<file path="src/rtl/core/char_stream_tokenizer_defines.svh">
// Assertion macros shared by the tokenizer RTL files.
`ifndef CHAR_STREAM_TOKENIZER_DEFINES_SVH
`define CHAR_STREAM_TOKENIZER_DEFINES_SVH

`ifndef SYNTHESIS

// Property that must hold at every clock edge outside reset.
`define CST_ASSERT(lbl, clk, rst_n, prop) \
    lbl: assert property (@(posedge clk) disable iff (!rst_n) (prop)) \
        else $error("tokenizer assertion failed");

// Condition that must never be seen at a clock edge outside reset.
`define CST_ASSERT_NEVER(lbl, clk, rst_n, expr) \
    lbl: assert property (@(posedge clk) disable iff (!rst_n) !(expr)) \
        else $error("tokenizer forbidden condition seen");

`else

`define CST_ASSERT(lbl, clk, rst_n, prop)
`define CST_ASSERT_NEVER(lbl, clk, rst_n, expr)

`endif

`endif

</file>
<file path="src/rtl/core/cst_pkg.sv">
// Shared types and constants of the character stream tokenizer.
`default_nettype none

package cst_pkg;

    localparam int CFG_INDEX_WIDTH = 8;
    localparam int CFG_DATA_WIDTH  = 64;
    localparam int QUEUE_DEPTH     = 4;

    localparam logic [CFG_INDEX_WIDTH-1:0] CFG_SYMBOL_CHARS = 8'd0;
    localparam logic [CFG_INDEX_WIDTH-1:0] CFG_EXTRA_SYMBOL = 8'd1;
    localparam logic [CFG_INDEX_WIDTH-1:0] CFG_COMMENT_CHAR = 8'd2;
    localparam logic [CFG_INDEX_WIDTH-1:0] CFG_VARIABLE_CHAR = 8'd3;

    localparam logic [7:0] COMMENT_CHAR_RESET  = 8'd37;
    localparam logic [7:0] VARIABLE_CHAR_RESET = 8'd95;

    localparam logic [7:0] CH_TAB   = 8'd9;
    localparam logic [7:0] CH_NL    = 8'd10;
    localparam logic [7:0] CH_SPACE = 8'd32;
    localparam logic [7:0] CH_NONE  = 8'd0;

    typedef enum logic [1:0] {
        KIND_WORD_CHAR = 2'd0,
        KIND_WORD_END  = 2'd1,
        KIND_SYMBOL    = 2'd2,
        KIND_ERROR     = 2'd3
    } kind_t;

    // One queue entry: one or two results of a single item. A lone result
    // always travels in the second slot.
    typedef struct packed {
        logic       two;
        kind_t      kind_a;
        logic [7:0] char_a;
        kind_t      kind_b;
        logic [7:0] char_b;
    } tok_pair_t;

    typedef struct packed {
        logic full;
        logic empty;
    } queue_status_t;

endpackage

`default_nettype wire

</file>
<file path="src/rtl/core/cst_queue.sv">
// Short queue between the classifying front and the result back end.
`default_nettype none
`include "char_stream_tokenizer_defines.svh"

module cst_queue #(
    parameter int WIDTH = 8
) (
    input  wire logic                 clk,
    input  wire logic                 rst_n,
    input  wire logic                 push,
    input  wire logic [WIDTH-1:0]     push_data,
    input  wire logic                 pop,
    output logic [WIDTH-1:0]          head_data,
    output cst_pkg::queue_status_t    status
);

    localparam int DEPTH = cst_pkg::QUEUE_DEPTH;
    localparam int AW    = $clog2(DEPTH);

    logic [WIDTH-1:0] mem_reg [DEPTH];
    logic [AW-1:0]    wr_ptr_reg;
    logic [AW-1:0]    rd_ptr_reg;
    logic [AW:0]      count_reg;

    assign status.full  = (count_reg == (AW + 1)'(DEPTH));
    assign status.empty = (count_reg == '0);
    assign head_data    = mem_reg[rd_ptr_reg];

    always_ff @(posedge clk)
    begin
        if (push)
        begin
            mem_reg[wr_ptr_reg] <= push_data;
        end
    end

    always_ff @(posedge clk or negedge rst_n)
    begin
        if (!rst_n)
        begin
            wr_ptr_reg <= '0;
            rd_ptr_reg <= '0;
            count_reg  <= '0;
        end
        else
        begin
            if (push)
            begin
                wr_ptr_reg <= wr_ptr_reg + 1'b1;
            end
            if (pop)
            begin
                rd_ptr_reg <= rd_ptr_reg + 1'b1;
            end
            case ({push, pop})
                2'b10:   count_reg <= count_reg + 1'b1;
                2'b01:   count_reg <= count_reg - 1'b1;
                default: count_reg <= count_reg;
            endcase
        end
    end

    `CST_ASSERT_NEVER(a_no_overflow, clk, rst_n, push && status.full && !pop)
    `CST_ASSERT_NEVER(a_no_underflow, clk, rst_n, pop && status.empty)
    `CST_ASSERT(a_count_bound, clk, rst_n, count_reg <= (AW + 1)'(DEPTH))

endmodule

`default_nettype wire

</file>
<file path="src/rtl/core/cst_front.sv">
// Front end: configuration registers, item acceptance, scan state and classification.
`default_nettype none

module cst_front #(
    parameter int LINE_WIDTH   = 16,
    parameter int COLUMN_WIDTH = 24
) (
    input  wire logic                                 clk,
    input  wire logic                                 rst_n,
    input  wire logic                                 cfg_we,
    input  wire logic [cst_pkg::CFG_INDEX_WIDTH-1:0]  cfg_index,
    input  wire logic [cst_pkg::CFG_DATA_WIDTH-1:0]   cfg_data,
    input  wire logic                                 in_valid,
    input  wire logic                                 in_op,
    input  wire logic [7:0]                           in_char,
    input  wire logic                                 in_ready,
    output logic                                      push,
    output cst_pkg::tok_pair_t                        push_pair,
    output logic [LINE_WIDTH-1:0]                     push_line,
    output logic [COLUMN_WIDTH-1:0]                   push_column
);

    typedef enum logic [1:0] {
        MODE_NORMAL  = 2'd0,
        MODE_SPACES  = 2'd1,
        MODE_COMMENT = 2'd3
    } mode_t;

    localparam logic [LINE_WIDTH-1:0]   LINE_ONE   = LINE_WIDTH'(1);
    localparam logic [COLUMN_WIDTH-1:0] COLUMN_ONE = COLUMN_WIDTH'(1);

    logic [63:0] symbol_chars_reg;
    logic [7:0]  extra_symbol_reg;
    logic [7:0]  comment_char_reg;
    logic [7:0]  variable_char_reg;

    mode_t                   mode_reg, mode_next;
    logic                    word_open_reg, word_open_next;
    logic [LINE_WIDTH-1:0]   line_reg, line_next;
    logic [COLUMN_WIDTH-1:0] column_reg, column_next;
    logic                    halted_reg, halted_next;

    logic accept;
    logic is_letter;
    logic is_symbol;
    logic is_word;
    logic is_valid;
    logic gen_en;
    logic gen_run;

    assign accept    = in_valid && in_ready;
    assign is_letter = ((in_char >= 8'd65) && (in_char <= 8'd90)) ||
                       ((in_char >= 8'd97) && (in_char <= 8'd122));
    assign is_word   = is_letter || (in_char == variable_char_reg);

    always_comb
    begin
        is_symbol = (extra_symbol_reg != 8'd0) && (extra_symbol_reg == in_char);
        for (int i = 0; i < 8; i++)
        begin
            if ((symbol_chars_reg[8*i +: 8] != 8'd0) && (symbol_chars_reg[8*i +: 8] == in_char))
            begin
                is_symbol = 1'b1;
            end
        end
    end

    assign is_valid = (mode_reg == MODE_COMMENT) || is_letter || (in_char == cst_pkg::CH_NL) ||
                      (in_char == cst_pkg::CH_TAB) || (in_char == cst_pkg::CH_SPACE) ||
                      is_symbol || (in_char == comment_char_reg) ||
                      (in_char == variable_char_reg);

    always_comb
    begin
        mode_next      = mode_reg;
        word_open_next = word_open_reg;
        line_next      = line_reg;
        column_next    = column_reg;
        halted_next    = halted_reg;
        push           = 1'b0;
        push_pair      = '{two: 1'b0, kind_a: cst_pkg::KIND_WORD_CHAR, char_a: cst_pkg::CH_NONE,
                           kind_b: cst_pkg::KIND_WORD_CHAR, char_b: cst_pkg::CH_NONE};
        push_line      = line_reg;
        push_column    = column_reg;
        gen_en         = 1'b0;
        gen_run        = 1'b0;

        if (accept)
        begin
            if (in_op)
            begin
                mode_next      = MODE_NORMAL;
                word_open_next = 1'b0;
                line_next      = LINE_ONE;
                column_next    = COLUMN_ONE;
                halted_next    = 1'b0;
            end
            else if (!halted_reg)
            begin
                if (!is_valid)
                begin
                    // The column does not advance on the offending byte.
                    push             = 1'b1;
                    push_pair.kind_b = cst_pkg::KIND_ERROR;
                    push_pair.char_b = in_char;
                    halted_next      = 1'b1;
                end
                else
                begin
                    case (mode_reg)
                        MODE_NORMAL:
                        begin
                            if (in_char == cst_pkg::CH_SPACE)
                            begin
                                if (word_open_reg)
                                begin
                                    mode_next = MODE_SPACES;
                                end
                            end
                            else if (in_char == comment_char_reg)
                            begin
                                mode_next = MODE_COMMENT;
                            end
                            else
                            begin
                                gen_en = 1'b1;
                            end
                        end
                        MODE_COMMENT:
                        begin
                            if (in_char == cst_pkg::CH_NL)
                            begin
                                mode_next = MODE_NORMAL;
                                gen_en    = 1'b1;
                            end
                        end
                        default:
                        begin
                            // Space run inside a word; the unused mode code acts the same.
                            if (in_char != cst_pkg::CH_SPACE)
                            begin
                                gen_en    = 1'b1;
                                gen_run   = 1'b1;
                                mode_next = MODE_NORMAL;
                            end
                        end
                    endcase

                    if (gen_en)
                    begin
                        if (is_word)
                        begin
                            push             = 1'b1;
                            push_pair.two    = gen_run;
                            push_pair.kind_a = cst_pkg::KIND_WORD_CHAR;
                            push_pair.char_a = cst_pkg::CH_SPACE;
                            push_pair.kind_b = cst_pkg::KIND_WORD_CHAR;
                            push_pair.char_b = in_char;
                            word_open_next   = 1'b1;
                        end
                        else if (in_char == cst_pkg::CH_NL)
                        begin
                            if (line_reg != '1)
                            begin
                                line_next = line_reg + LINE_ONE;
                            end
                        end
                        else if (in_char != cst_pkg::CH_TAB)
                        begin
                            push             = 1'b1;
                            push_pair.two    = word_open_reg;
                            push_pair.kind_a = cst_pkg::KIND_WORD_END;
                            push_pair.char_a = cst_pkg::CH_NONE;
                            push_pair.kind_b = cst_pkg::KIND_SYMBOL;
                            push_pair.char_b = in_char;
                            word_open_next   = 1'b0;
                        end
                    end

                    if (column_reg != '1)
                    begin
                        column_next = column_reg + COLUMN_ONE;
                    end
                end
            end
        end
    end

    always_ff @(posedge clk or negedge rst_n)
    begin
        if (!rst_n)
        begin
            symbol_chars_reg  <= '0;
            extra_symbol_reg  <= '0;
            comment_char_reg  <= cst_pkg::COMMENT_CHAR_RESET;
            variable_char_reg <= cst_pkg::VARIABLE_CHAR_RESET;
            mode_reg          <= MODE_NORMAL;
            word_open_reg     <= 1'b0;
            line_reg          <= LINE_ONE;
            column_reg        <= COLUMN_ONE;
            halted_reg        <= 1'b0;
        end
        else
        begin
            if (cfg_we)
            begin
                case (cfg_index)
                    cst_pkg::CFG_SYMBOL_CHARS:  symbol_chars_reg  <= cfg_data;
                    cst_pkg::CFG_EXTRA_SYMBOL:  extra_symbol_reg  <= cfg_data[7:0];
                    cst_pkg::CFG_COMMENT_CHAR:  comment_char_reg  <= cfg_data[7:0];
                    cst_pkg::CFG_VARIABLE_CHAR: variable_char_reg <= cfg_data[7:0];
                    default:                    symbol_chars_reg  <= symbol_chars_reg;
                endcase
            end
            mode_reg      <= mode_next;
            word_open_reg <= word_open_next;
            line_reg      <= line_next;
            column_reg    <= column_next;
            halted_reg    <= halted_next;
        end
    end

endmodule

`default_nettype wire

</file>
<file path="src/rtl/core/cst_back.sv">
// Back end: drains queue entries into the registered result stream.
`default_nettype none
`include "char_stream_tokenizer_defines.svh"

module cst_back #(
    parameter int LINE_WIDTH   = 16,
    parameter int COLUMN_WIDTH = 24
) (
    input  wire logic                        clk,
    input  wire logic                        rst_n,
    input  wire cst_pkg::queue_status_t      status,
    input  wire cst_pkg::tok_pair_t          head_pair,
    input  wire logic [LINE_WIDTH-1:0]       head_line,
    input  wire logic [COLUMN_WIDTH-1:0]     head_column,
    output logic                             pop,
    output logic                             out_valid,
    input  wire logic                        out_ready,
    output cst_pkg::kind_t                   out_kind,
    output logic [7:0]                       out_char,
    output logic [LINE_WIDTH-1:0]            out_line,
    output logic [COLUMN_WIDTH-1:0]          out_column,
    output logic                             out_last
);

    logic                    valid_reg;
    logic                    phase_reg;
    cst_pkg::kind_t          kind_reg;
    logic [7:0]              char_reg;
    logic [LINE_WIDTH-1:0]   line_reg;
    logic [COLUMN_WIDTH-1:0] column_reg;
    logic                    last_reg;
    logic                    load;
    logic                    take_first;

    assign load       = !status.empty && (!valid_reg || out_ready);
    assign take_first = head_pair.two && !phase_reg;
    assign pop        = load && !take_first;

    always_ff @(posedge clk or negedge rst_n)
    begin
        if (!rst_n)
        begin
            valid_reg <= 1'b0;
            phase_reg <= 1'b0;
        end
        else
        begin
            if (load)
            begin
                valid_reg <= 1'b1;
                phase_reg <= take_first;
            end
            else if (out_ready)
            begin
                valid_reg <= 1'b0;
            end
        end
    end

    always_ff @(posedge clk)
    begin
        if (load)
        begin
            kind_reg   <= take_first ? head_pair.kind_a : head_pair.kind_b;
            char_reg   <= take_first ? head_pair.char_a : head_pair.char_b;
            line_reg   <= head_line;
            column_reg <= head_column;
            last_reg   <= !take_first;
        end
    end

    assign out_valid  = valid_reg;
    assign out_kind   = kind_reg;
    assign out_char   = char_reg;
    assign out_line   = line_reg;
    assign out_column = column_reg;
    assign out_last   = last_reg;

    `CST_ASSERT(a_phase_shows_first, clk, rst_n, phase_reg |-> (valid_reg && !last_reg))
    `CST_ASSERT(a_phase_holds_entry, clk, rst_n, phase_reg |-> !status.empty)

endmodule

`default_nettype wire

</file>
<file path="src/rtl/core/char_stream_tokenizer.sv">
// Top level of the character stream tokenizer: front end, queue and back end.
// The first result of an item passes through the queue and then the output register.
// One item per cycle while the queue has room; m_tlast marks the last result of an item.
// The four-entry queue lets items keep entering while results wait on m_tready.
// Reset (rst_n, asynchronous, active low) clears the queue and the scan state and
// loads the register reset values; there is no clearing pass.
`default_nettype none

module char_stream_tokenizer #(
    parameter int LINE_WIDTH   = 16,
    parameter int COLUMN_WIDTH = 24
) (
    input  wire logic                                 clk,
    input  wire logic                                 rst_n,

    // Configuration write port.
    input  wire logic                                 cfg_we,
    input  wire logic [cst_pkg::CFG_INDEX_WIDTH-1:0]  cfg_index,
    input  wire logic [cst_pkg::CFG_DATA_WIDTH-1:0]   cfg_data,

    // Input items.
    input  wire logic                                 s_tvalid,
    output logic                                      s_tready,
    input  wire logic [7:0]                           s_tdata,  // [7:0] character
    input  wire logic [0:0]                           s_tuser,  // [0] operation

    // Result items.
    output logic                                      m_tvalid,
    input  wire logic                                 m_tready,
    // From bit 0 up: token_char, line, column, zero padding to whole bytes.
    output logic [((8 + LINE_WIDTH + COLUMN_WIDTH + 7) / 8) * 8 - 1:0] m_tdata,
    output logic [1:0]                                m_tuser,  // [1:0] kind
    output logic                                      m_tlast
);

    localparam int DATA_W    = 8 + LINE_WIDTH + COLUMN_WIDTH;
    localparam int TDATA_W   = ((DATA_W + 7) / 8) * 8;
    localparam int PAIR_W    = $bits(cst_pkg::tok_pair_t);
    localparam int ENTRY_W   = PAIR_W + LINE_WIDTH + COLUMN_WIDTH;

    // Front-end outputs toward the queue.
    logic                    push;
    cst_pkg::tok_pair_t      push_pair;
    logic [LINE_WIDTH-1:0]   push_line;
    logic [COLUMN_WIDTH-1:0] push_column;

    // Queue head as seen by the back end.
    logic [ENTRY_W-1:0]      head_data;
    cst_pkg::tok_pair_t      head_pair;
    logic [LINE_WIDTH-1:0]   head_line;
    logic [COLUMN_WIDTH-1:0] head_column;
    cst_pkg::queue_status_t  status;
    logic                    pop;

    cst_pkg::kind_t          out_kind;
    logic [7:0]              out_char;
    logic [LINE_WIDTH-1:0]   out_line;
    logic [COLUMN_WIDTH-1:0] out_column;

    // An item is taken whenever the queue has room, including items that
    // cause no result, so the front never waits on the output side directly.
    assign s_tready = !status.full;

    cst_front #(
        .LINE_WIDTH   (LINE_WIDTH),
        .COLUMN_WIDTH (COLUMN_WIDTH)
    ) u_front (
        .clk         (clk),
        .rst_n       (rst_n),
        .cfg_we      (cfg_we),
        .cfg_index   (cfg_index),
        .cfg_data    (cfg_data),
        .in_valid    (s_tvalid),
        .in_op       (s_tuser[0]),
        .in_char     (s_tdata),
        .in_ready    (s_tready),
        .push        (push),
        .push_pair   (push_pair),
        .push_line   (push_line),
        .push_column (push_column)
    );

    cst_queue #(
        .WIDTH (ENTRY_W)
    ) u_queue (
        .clk       (clk),
        .rst_n     (rst_n),
        .push      (push),
        .push_data ({push_pair, push_line, push_column}),
        .pop       (pop),
        .head_data (head_data),
        .status    (status)
    );

    assign head_pair   = cst_pkg::tok_pair_t'(head_data[ENTRY_W-1 -: PAIR_W]);
    assign head_line   = head_data[COLUMN_WIDTH +: LINE_WIDTH];
    assign head_column = head_data[COLUMN_WIDTH-1:0];

    cst_back #(
        .LINE_WIDTH   (LINE_WIDTH),
        .COLUMN_WIDTH (COLUMN_WIDTH)
    ) u_back (
        .clk         (clk),
        .rst_n       (rst_n),
        .status      (status),
        .head_pair   (head_pair),
        .head_line   (head_line),
        .head_column (head_column),
        .pop         (pop),
        .out_valid   (m_tvalid),
        .out_ready   (m_tready),
        .out_kind    (out_kind),
        .out_char    (out_char),
        .out_line    (out_line),
        .out_column  (out_column),
        .out_last    (m_tlast)
    );

    // Pack the result fields from the lowest bit up and zero-fill to bytes.
    assign m_tdata = TDATA_W'({out_column, out_line, out_char});
    assign m_tuser = out_kind;

endmodule

`default_nettype wire
</file>
<file path="config.mk">
export PLATFORM = sky130hd
export DESIGN_NAME = char_stream_tokenizer
export DESIGN_NICKNAME = d
export VERILOG_FILES = /design/src/rtl/core/cst_pkg.sv /design/src/rtl/core/cst_queue.sv /design/src/rtl/core/cst_front.sv /design/src/rtl/core/cst_back.sv /design/src/rtl/core/char_stream_tokenizer.sv
export VERILOG_INCLUDE_DIRS = /design/src /design/src/rtl/core
export SDC_FILE = /design/constraint.sdc
export NUM_CORES = 1
export LEC_CHECK = 0
export ABC_AREA = 1
export BUFFER_PORTS_ARGS = -buffer_cell sky130_fd_sc_hd__buf_2
export CAP_MARGIN = 20
export CORE_MARGIN = 3
export CORE_UTILIZATION = 40
export CTS_CLUSTER_SIZE = 10
export DETAILED_ROUTE_END_ITERATION = 10
export PLACE_DENSITY = 0.58
export SYNTH_ARGS = -nofsm -noshare
export SYNTH_HDL_FRONTEND = slang
export SYNTH_SLANG_ARGS = --single-unit
</file>
<file path="constraint.sdc">
create_clock -name clk -period 5.9 [get_ports clk]
set_input_delay 0.885 -clock clk [delete_from_list [all_inputs] [get_ports clk]]
set_output_delay 0.885 -clock clk [all_outputs]
set_load 0.02 [all_outputs]
</file>
== Yosys cells after proc, flatten, opt, wreduce, memory -nomap -nowiden ==
Memories as Yosys holds them, arrays and structs flattened.
Cells that the tools add are included.
Widths: inputs -> output; s select.
Storage, ports and cells
  bits in registers: 192
  bits in writable memories: 244
  bits of input ports: 86
  output and inout port bits: 53
  logic and storage cells: 193
  memories: 1
Operators by class
  add/subtract/negate cells: 6
  $lt $le $gt $ge: 4
  equal/unequal tests: 31
  muxes and demuxes: 72
  reductions and logical operators: 60
Memory list
  u_queue.mem_reg: words 4, bits a word 61, read ports 1, clocked after Yosys merged registers in 0, write ports 1, line cst_queue.sv:20  | logic [WIDTH-1:0] mem_reg [DEPTH];
Operator list (count)
  $mux 21: 7
  $mux 16: 7
  $mux 24: 4
  $eq 8x8->1: 11
  $reduce_bool 8->1: 9
  $mux 1: 39
  $add 24x1->24 const B: 1
  $ne 24x24->1 const B: 1
  $mux 2: 9
  $add 16x1->16 const B: 1
  $eq 8x2->1 const B: 2
  $eq 8x4->1 const B: 2
  $ge 8x7->1 const B: 2
  $le 8x7->1 const B: 2
  $ne 16x16->1 const B: 1
  $logic_and 1x1->1: 15
  $reduce_and 7->1: 2
  $reduce_bool 2->1: 7
  $mux 11: 1
  $logic_or 1x1->1: 10
  $mux 10: 1
  $eq 8x1->1 const B: 1
  $eq 8x6->1 const B: 1
  $logic_not 8->1: 1
  26 further kinds: 36

== Longest topological paths before layout ==
  word-level depth: 24
  gate-level depth with buffers: 21
  mapped depth without buffers: 20

== Modules after synthesis ==
Synthesis repeated with hierarchy kept, for this count alone.
Second synthesis, totals
  cell total of the unflattened synthesis: 2075
  area total of the unflattened synthesis: 20154.3 µm²
By module, submodules not included
  cst_queue: times used 1, cells each 760, area an instance 10044.6 µm², seq. area each 7502.2 µm²
  cst_front: times used 1, cells each 1216, area an instance 8331.7 µm², seq. area each 3316.9 µm²
  cst_back: times used 1, cells each 98, area an instance 1774.2 µm², seq. area each 1581.5 µm²
  char_stream_tokenizer: times used 1, cells each 1, area an instance 3.8 µm², seq. area each 0.0 µm²

== Worst setup path after synthesis ==
OpenSTA, ideal clock, no wires.
  path kind: input to register
  start point: in m_tready
  end point: reg u_queue.count_reg[2]
  library setup time: 0.131 ns
  arrival time: 5.159 ns
  setup slack: 0.611 ns
  stages: 10
  buffers on the path: 0
  cell sequence: nor2_1 -> a31oi_1 -> inv_1 -> nor2_1 -> ha_1 -> inv_1 -> fa_1 -> a21oi_1 -> o21ai_0 -> xor2_1
Between the ends
  word-level cells in the longest chain between the ends: 5
Ends and longest elaborated chain
  start: declaration: line char_stream_tokenizer.sv:29  | input wire logic m_tready,
  $logic_or 1x1->1 (*): line cst_back.sv:35  | assign load = !status.empty && (!valid_reg || out_ready);
  $logic_and 1x1->1 (*): line cst_back.sv:35
  via u_back.load: line cst_back.sv:32  | logic load;
  $logic_and 1x1->1 (*): line cst_back.sv:37  | assign pop = load && !take_first;
  via pop: line char_stream_tokenizer.sv:53  | logic pop;
  $eq 2x1->1 or $eq 2x2->1 (tied branches): line cst_queue.sv:55  | case ({push, pop})
  $pmux 3 s2 or $reduce_bool 2->1 (tied branches)
  end signal: assignment: line cst_queue.sv:56  | 2'b10: count_reg <= count_reg + 1'b1;
  end signal: assignment: line cst_queue.sv:57  | 2'b01: count_reg <= count_reg - 1'b1;
  end signal: assignment: line cst_queue.sv:58  | default: count_reg <= count_reg;
  end: declaration: line cst_queue.sv:23  | logic [AW:0] count_reg;
The timed path passes the listed nets; every way through them passes the cells marked *.
A chain may end at the register's enable or synchronous reset.

== Final worst setup path ==
  start point: reg u_queue.rd_ptr_reg[0]
  end point: reg u_queue.count_reg[2]
Between the ends
  word-level cells in the longest chain between the ends: 6
Ends and longest elaborated chain
  start: declaration: line cst_queue.sv:22  | logic [AW-1:0] rd_ptr_reg;
  start signal: assignment: line cst_queue.sv:53  | rd_ptr_reg <= rd_ptr_reg + 1'b1;
  $mem_v2 4x61 (*)
  $logic_and 1x1->1 (*): line cst_back.sv:36  | assign take_first = head_pair.two && !phase_reg;
  $logic_not 1->1 (*): line cst_back.sv:37
  $logic_and 1x1->1 (*): line cst_back.sv:37
  via pop: line char_stream_tokenizer.sv:53
  $eq 2x1->1 or $eq 2x2->1 (tied branches): line cst_queue.sv:55
  $pmux 3 s2 or $reduce_bool 2->1 (tied branches)
Marked as above.

==> metrics.md <==
| Metric | Value |
|---|---|
| Worst path slowest cell | dfrtp_2 |
| Max-cap check violation count | 0 |
| First-pass detailed-route iteration total | 9 |
| Routed Antenna Nets | 0 |
| PwrDens | 417 nW/um2 |
| Initial antenna violation count | 1 |
| Vias | 12.6k |
| Final hold vios | 0 |
| Num CTS Buffers | between 40 and 50 |
| Clock Path Buffers | 3 |
| Hpwl dp | around 27 mm |
| Critical path class | flop to flop |
| Reg clk slew, reported paths | 0.05 ns |
| Worst EP arrival | between 4 and 5 ns |
| Peak supply drop | 0.000193 V |
| Crit path max-delay family | flip-flops |
| Worst-path fanout max | between 50 and 60 |
| # rows | 77 |
| Crit share post-route | between 60% and 70% |
| Sequential share of power | ~45% |
| Core Util, Final | a little under half |
| IO buf count | between 100 and 150 |
| Post-CTS sizing | 0 |
| Crit. Startpoint | u_queue.rd_ptr_reg[0] |
| Fmax | between 200 and 250 MHz |
| Congestion Overflow GR | 0 |
| Setup total negative slack | 0 ns |
| Static leakage | ~8.6 nW |
| Core ar. | between 40000 and 50000 um2 |
| CTS tree | done |
| Finish-stage setup viols | 0 |
| Wire per inst | about 17 um |
| Gate Count Post-Synth | about 1.8k |
| Cell internal pwr | 5.78 mW |
| Fillers | ~4.1k |
| Mean Syn Cell Area | about 10 um2 |
| Final WL | approximately 43 mm |
| Area share of and/or/nand/nor cells after synthesis | between 10% and 20% |
| Synth cell types | 44 |
| Global-route wire length before repair | approximately 68 mm |
| Multi-input gate area | about 5700 um2 |
| GPL Wtd Cong | ~0.85 |
| Global-route usage over all layers | roughly 18% |
| Compound-Gate Fraction of Synth Area | roughly 9% |
| Reg-to-reg startpoint | u_queue.rd_ptr_reg[0] |
| Drt drc | 0 |
| Synth top area share | a little over two fifths |
| Slew headroom | between 30% and 40% |
| Outcome | complete, no violations |
| Logic gate share of total power | between 20% and 30% |
| Sequential share of the synthesized area | approximately 64% |
| Largest net degree at the start of global routing | 90 |
| Ys async rst share | between 30% and 40% |
| I/O pins | about 140 |
| CP endpoint kind | flop |
| WP data required | around 6.3 ns |
| Clk_lat worst skew | around 0.57 ns |
| DRT iter0 DRCs | 945 |
| Sw Ratio | 32.9% |
| Quantity of hold-fixing buffers added after cts | 0 |
| FF+latch count, synth | around 400 |
| Worst slew pin tran | roughly 0.93 ns |
| CP peak stage delay | about 0.95 ns |
| Critical-path cell list | inv_2 > o21ai_0 > o22ai_1 > nand2_1 > inv_1 > nor2_1 > ha_1 > inv_1 > fa_1 > a21oi_1 > o21ai_0 > xor2_1 |
| Die ar. | around 48000 um2 |
| H-tree depth | 2 |
| Post-synth EDFFs | 263 |
| Synth Area in Adders | less than 1% |
| Synth area leaders | edfxtp_1 44%, dfrtp_1 18%, nand2_1 7.5% |
| Chip Width | around 220 um |
| Number of diodes | 0 |
| Root Buffer | clkbuf_16 |
| Layout cell share with drive strength beyond 1 | 15.4% |
| Die Y | ~220 um |
| Largest family of logic cells by synthesized area | simple AND/OR/NAND/NOR gates |
| Switching power | 2.84 mW |
| Post-Synth XOR/XNOR Area | 2.77% |
| Post-Route Skew | 0.0266 ns |
| Buffers & Inverters on Critical Path | 3 |
| Area leader, netlist | edfxtp_1 |
| Syn. warnings | 0 |
| R2r worst-path depth | 12 |
| Area Overhead vs Synth | 14.9% |
| Number of cells on the critical path | 12 |
| Min Tclk post-route | approximately 4 ns |
| Largest register FFs | 212 |
| Clock Sinks | around 400 |
| Post-CTS Setup Bufs | 0 |
| Vias in the first global route | roughly 12k |
| Clock group share of total power | ~31% |
| Post-synthesis instance area | 18000 um2 |
| Count leader, synth | nand2_1 |
| Worst hold path class | input pin to asynchronous set/reset pin |
| RSZ-0062 raised after global routing | no |
| Leading register cell type out of synthesis | edfxtp_1 |
| Synthesized Nets | between 1.5k and 2k |
| FF/Latch Area | around 11000 um2 |
| Starting density of the core | 40.6% |
| Startpoint types | flop |
| Vias/cell | 5.01 |
| Proportion of synthesized area in mux cells | between 1.5 and 2% |
| Final Max Tran Viols | 0 |
| Synth top cells by count | 358 x nand2_1, 275 x nor2_1, 263 x edfxtp_1, 149 x o21ai_0, 132 x inv_1 |
| Fin nets | a little under 2k |
## worst paths after layout
kind,to,slack (ns)
min reg2reg,u_queue.count_reg[0],0.48
max,u_queue.count_reg[2],1.85
max in group asynchronous,u_queue.rd_ptr_reg[0],4.24
min,u_front.push_line[9],0.37
max reg2reg,u_queue.count_reg[2],1.85
min in group clk,u_queue.count_reg[0],0.48
## routing by layer
layer / up-vias / global-route usage, % / share of wire (%)
li1: 6209 / - / -
met1: 6037 / 25.3 / 46
met2: 319 / 28.8 / 47
met3: 65 / 3.10 / 5.4
met4: 2 / 5.13 / 2.0
met5: - / 0 / 0.031
## power by group through the flow
stage | Clock [mW] | Sequential [mW] | Combinational (mW)
global placement | 0 | 3.90 | 2.10
CTS | 2.76 | 3.86 | 2.13
global route | 2.87 | 3.88 | 2.38
detailed placement | 0 | 3.91 | 2.12
floorplan | 0 | 4.05 | 1.23
finish | 2.67 | 3.83 | 2.11
## metrics by stage
step / cells / instance area [um2] / worst slack [ns] / hold WS (ns) / power (mW)
2_1_floorplan: 1761 / 18000 / 0.611 / 0.446 / 5.28
3_3_place_gp: 2430 / 19200 / 1.60 / 0.463 / 6.00
3_5_place_dp: 2430 / 19200 / 1.56 / 0.472 / 6.03
4_1_cts: 2519 / 20600 / 1.78 / 0.403 / 8.75
5_1_grt: 2521 / 20700 / 1.23 / 0.434 / 9.14
6_report: 2521 / 20700 / 1.85 / 0.372 / 8.62
## logic make-up (layout without fill, tap and decap cells)
group / after synthesis / in the layout
XOR/XNOR: 57 / 57
multiplexers: 26 / 26
buffers and inverters: 215 / 383
AO/OA/AOI/OAI: 284 / 284
adder cells (fa/ha/maj): 10 / 10
flip-flops: 404 / 404
AND/OR/NAND/NOR: 765 / 765
## placed cells by master, fill, tap and decap left out, types with 3 or more instances in the layout
cell type / synthesis / routed
nor2_1: 275 / 271
a21oi_1: 46 / 46
dfrtp_1: 130 / 129
nor3b_1: 4 / 4
nor3_1: 19 / 19
nor2_4: 0 / 4
o21ai_1: 8 / 8
o22ai_1: 53 / 53
or2_2: 8 / 8
xor2_1: 31 / 31
clkinv_2: 0 / 3
o21ai_0: 149 / 149
buf_4: 8 / 16
clkbuf_8: 0 / 3
edfxtp_1: 263 / 263
clkbuf_16: 0 / 48
dfstp_2: 11 / 11
ha_1: 9 / 9
o21ai_2: 15 / 15
inv_2: 5 / 6
nand3_1: 53 / 53
nand2_4: 2 / 3
mux2_2: 26 / 26
nand2_1: 358 / 357
inv_1: 132 / 132
clkbuf_1: 46 / 31
nand4_1: 34 / 34
o211ai_1: 3 / 3
xnor2_1: 26 / 26
buf_2: 12 / 137
## final cells by class
type | count | area share [%]
sequential | 404 | 55.3
multi-input combinational | 1142 | 27.6
clock buffer | 82 | 6.57
timing repair buffer | 156 | 4.16
tap | 592 | 3.58
inverter | 138 | 2.51
clock inverter | 7 | 0.266
Note: power is estimated with default switching activity, not from simulation.
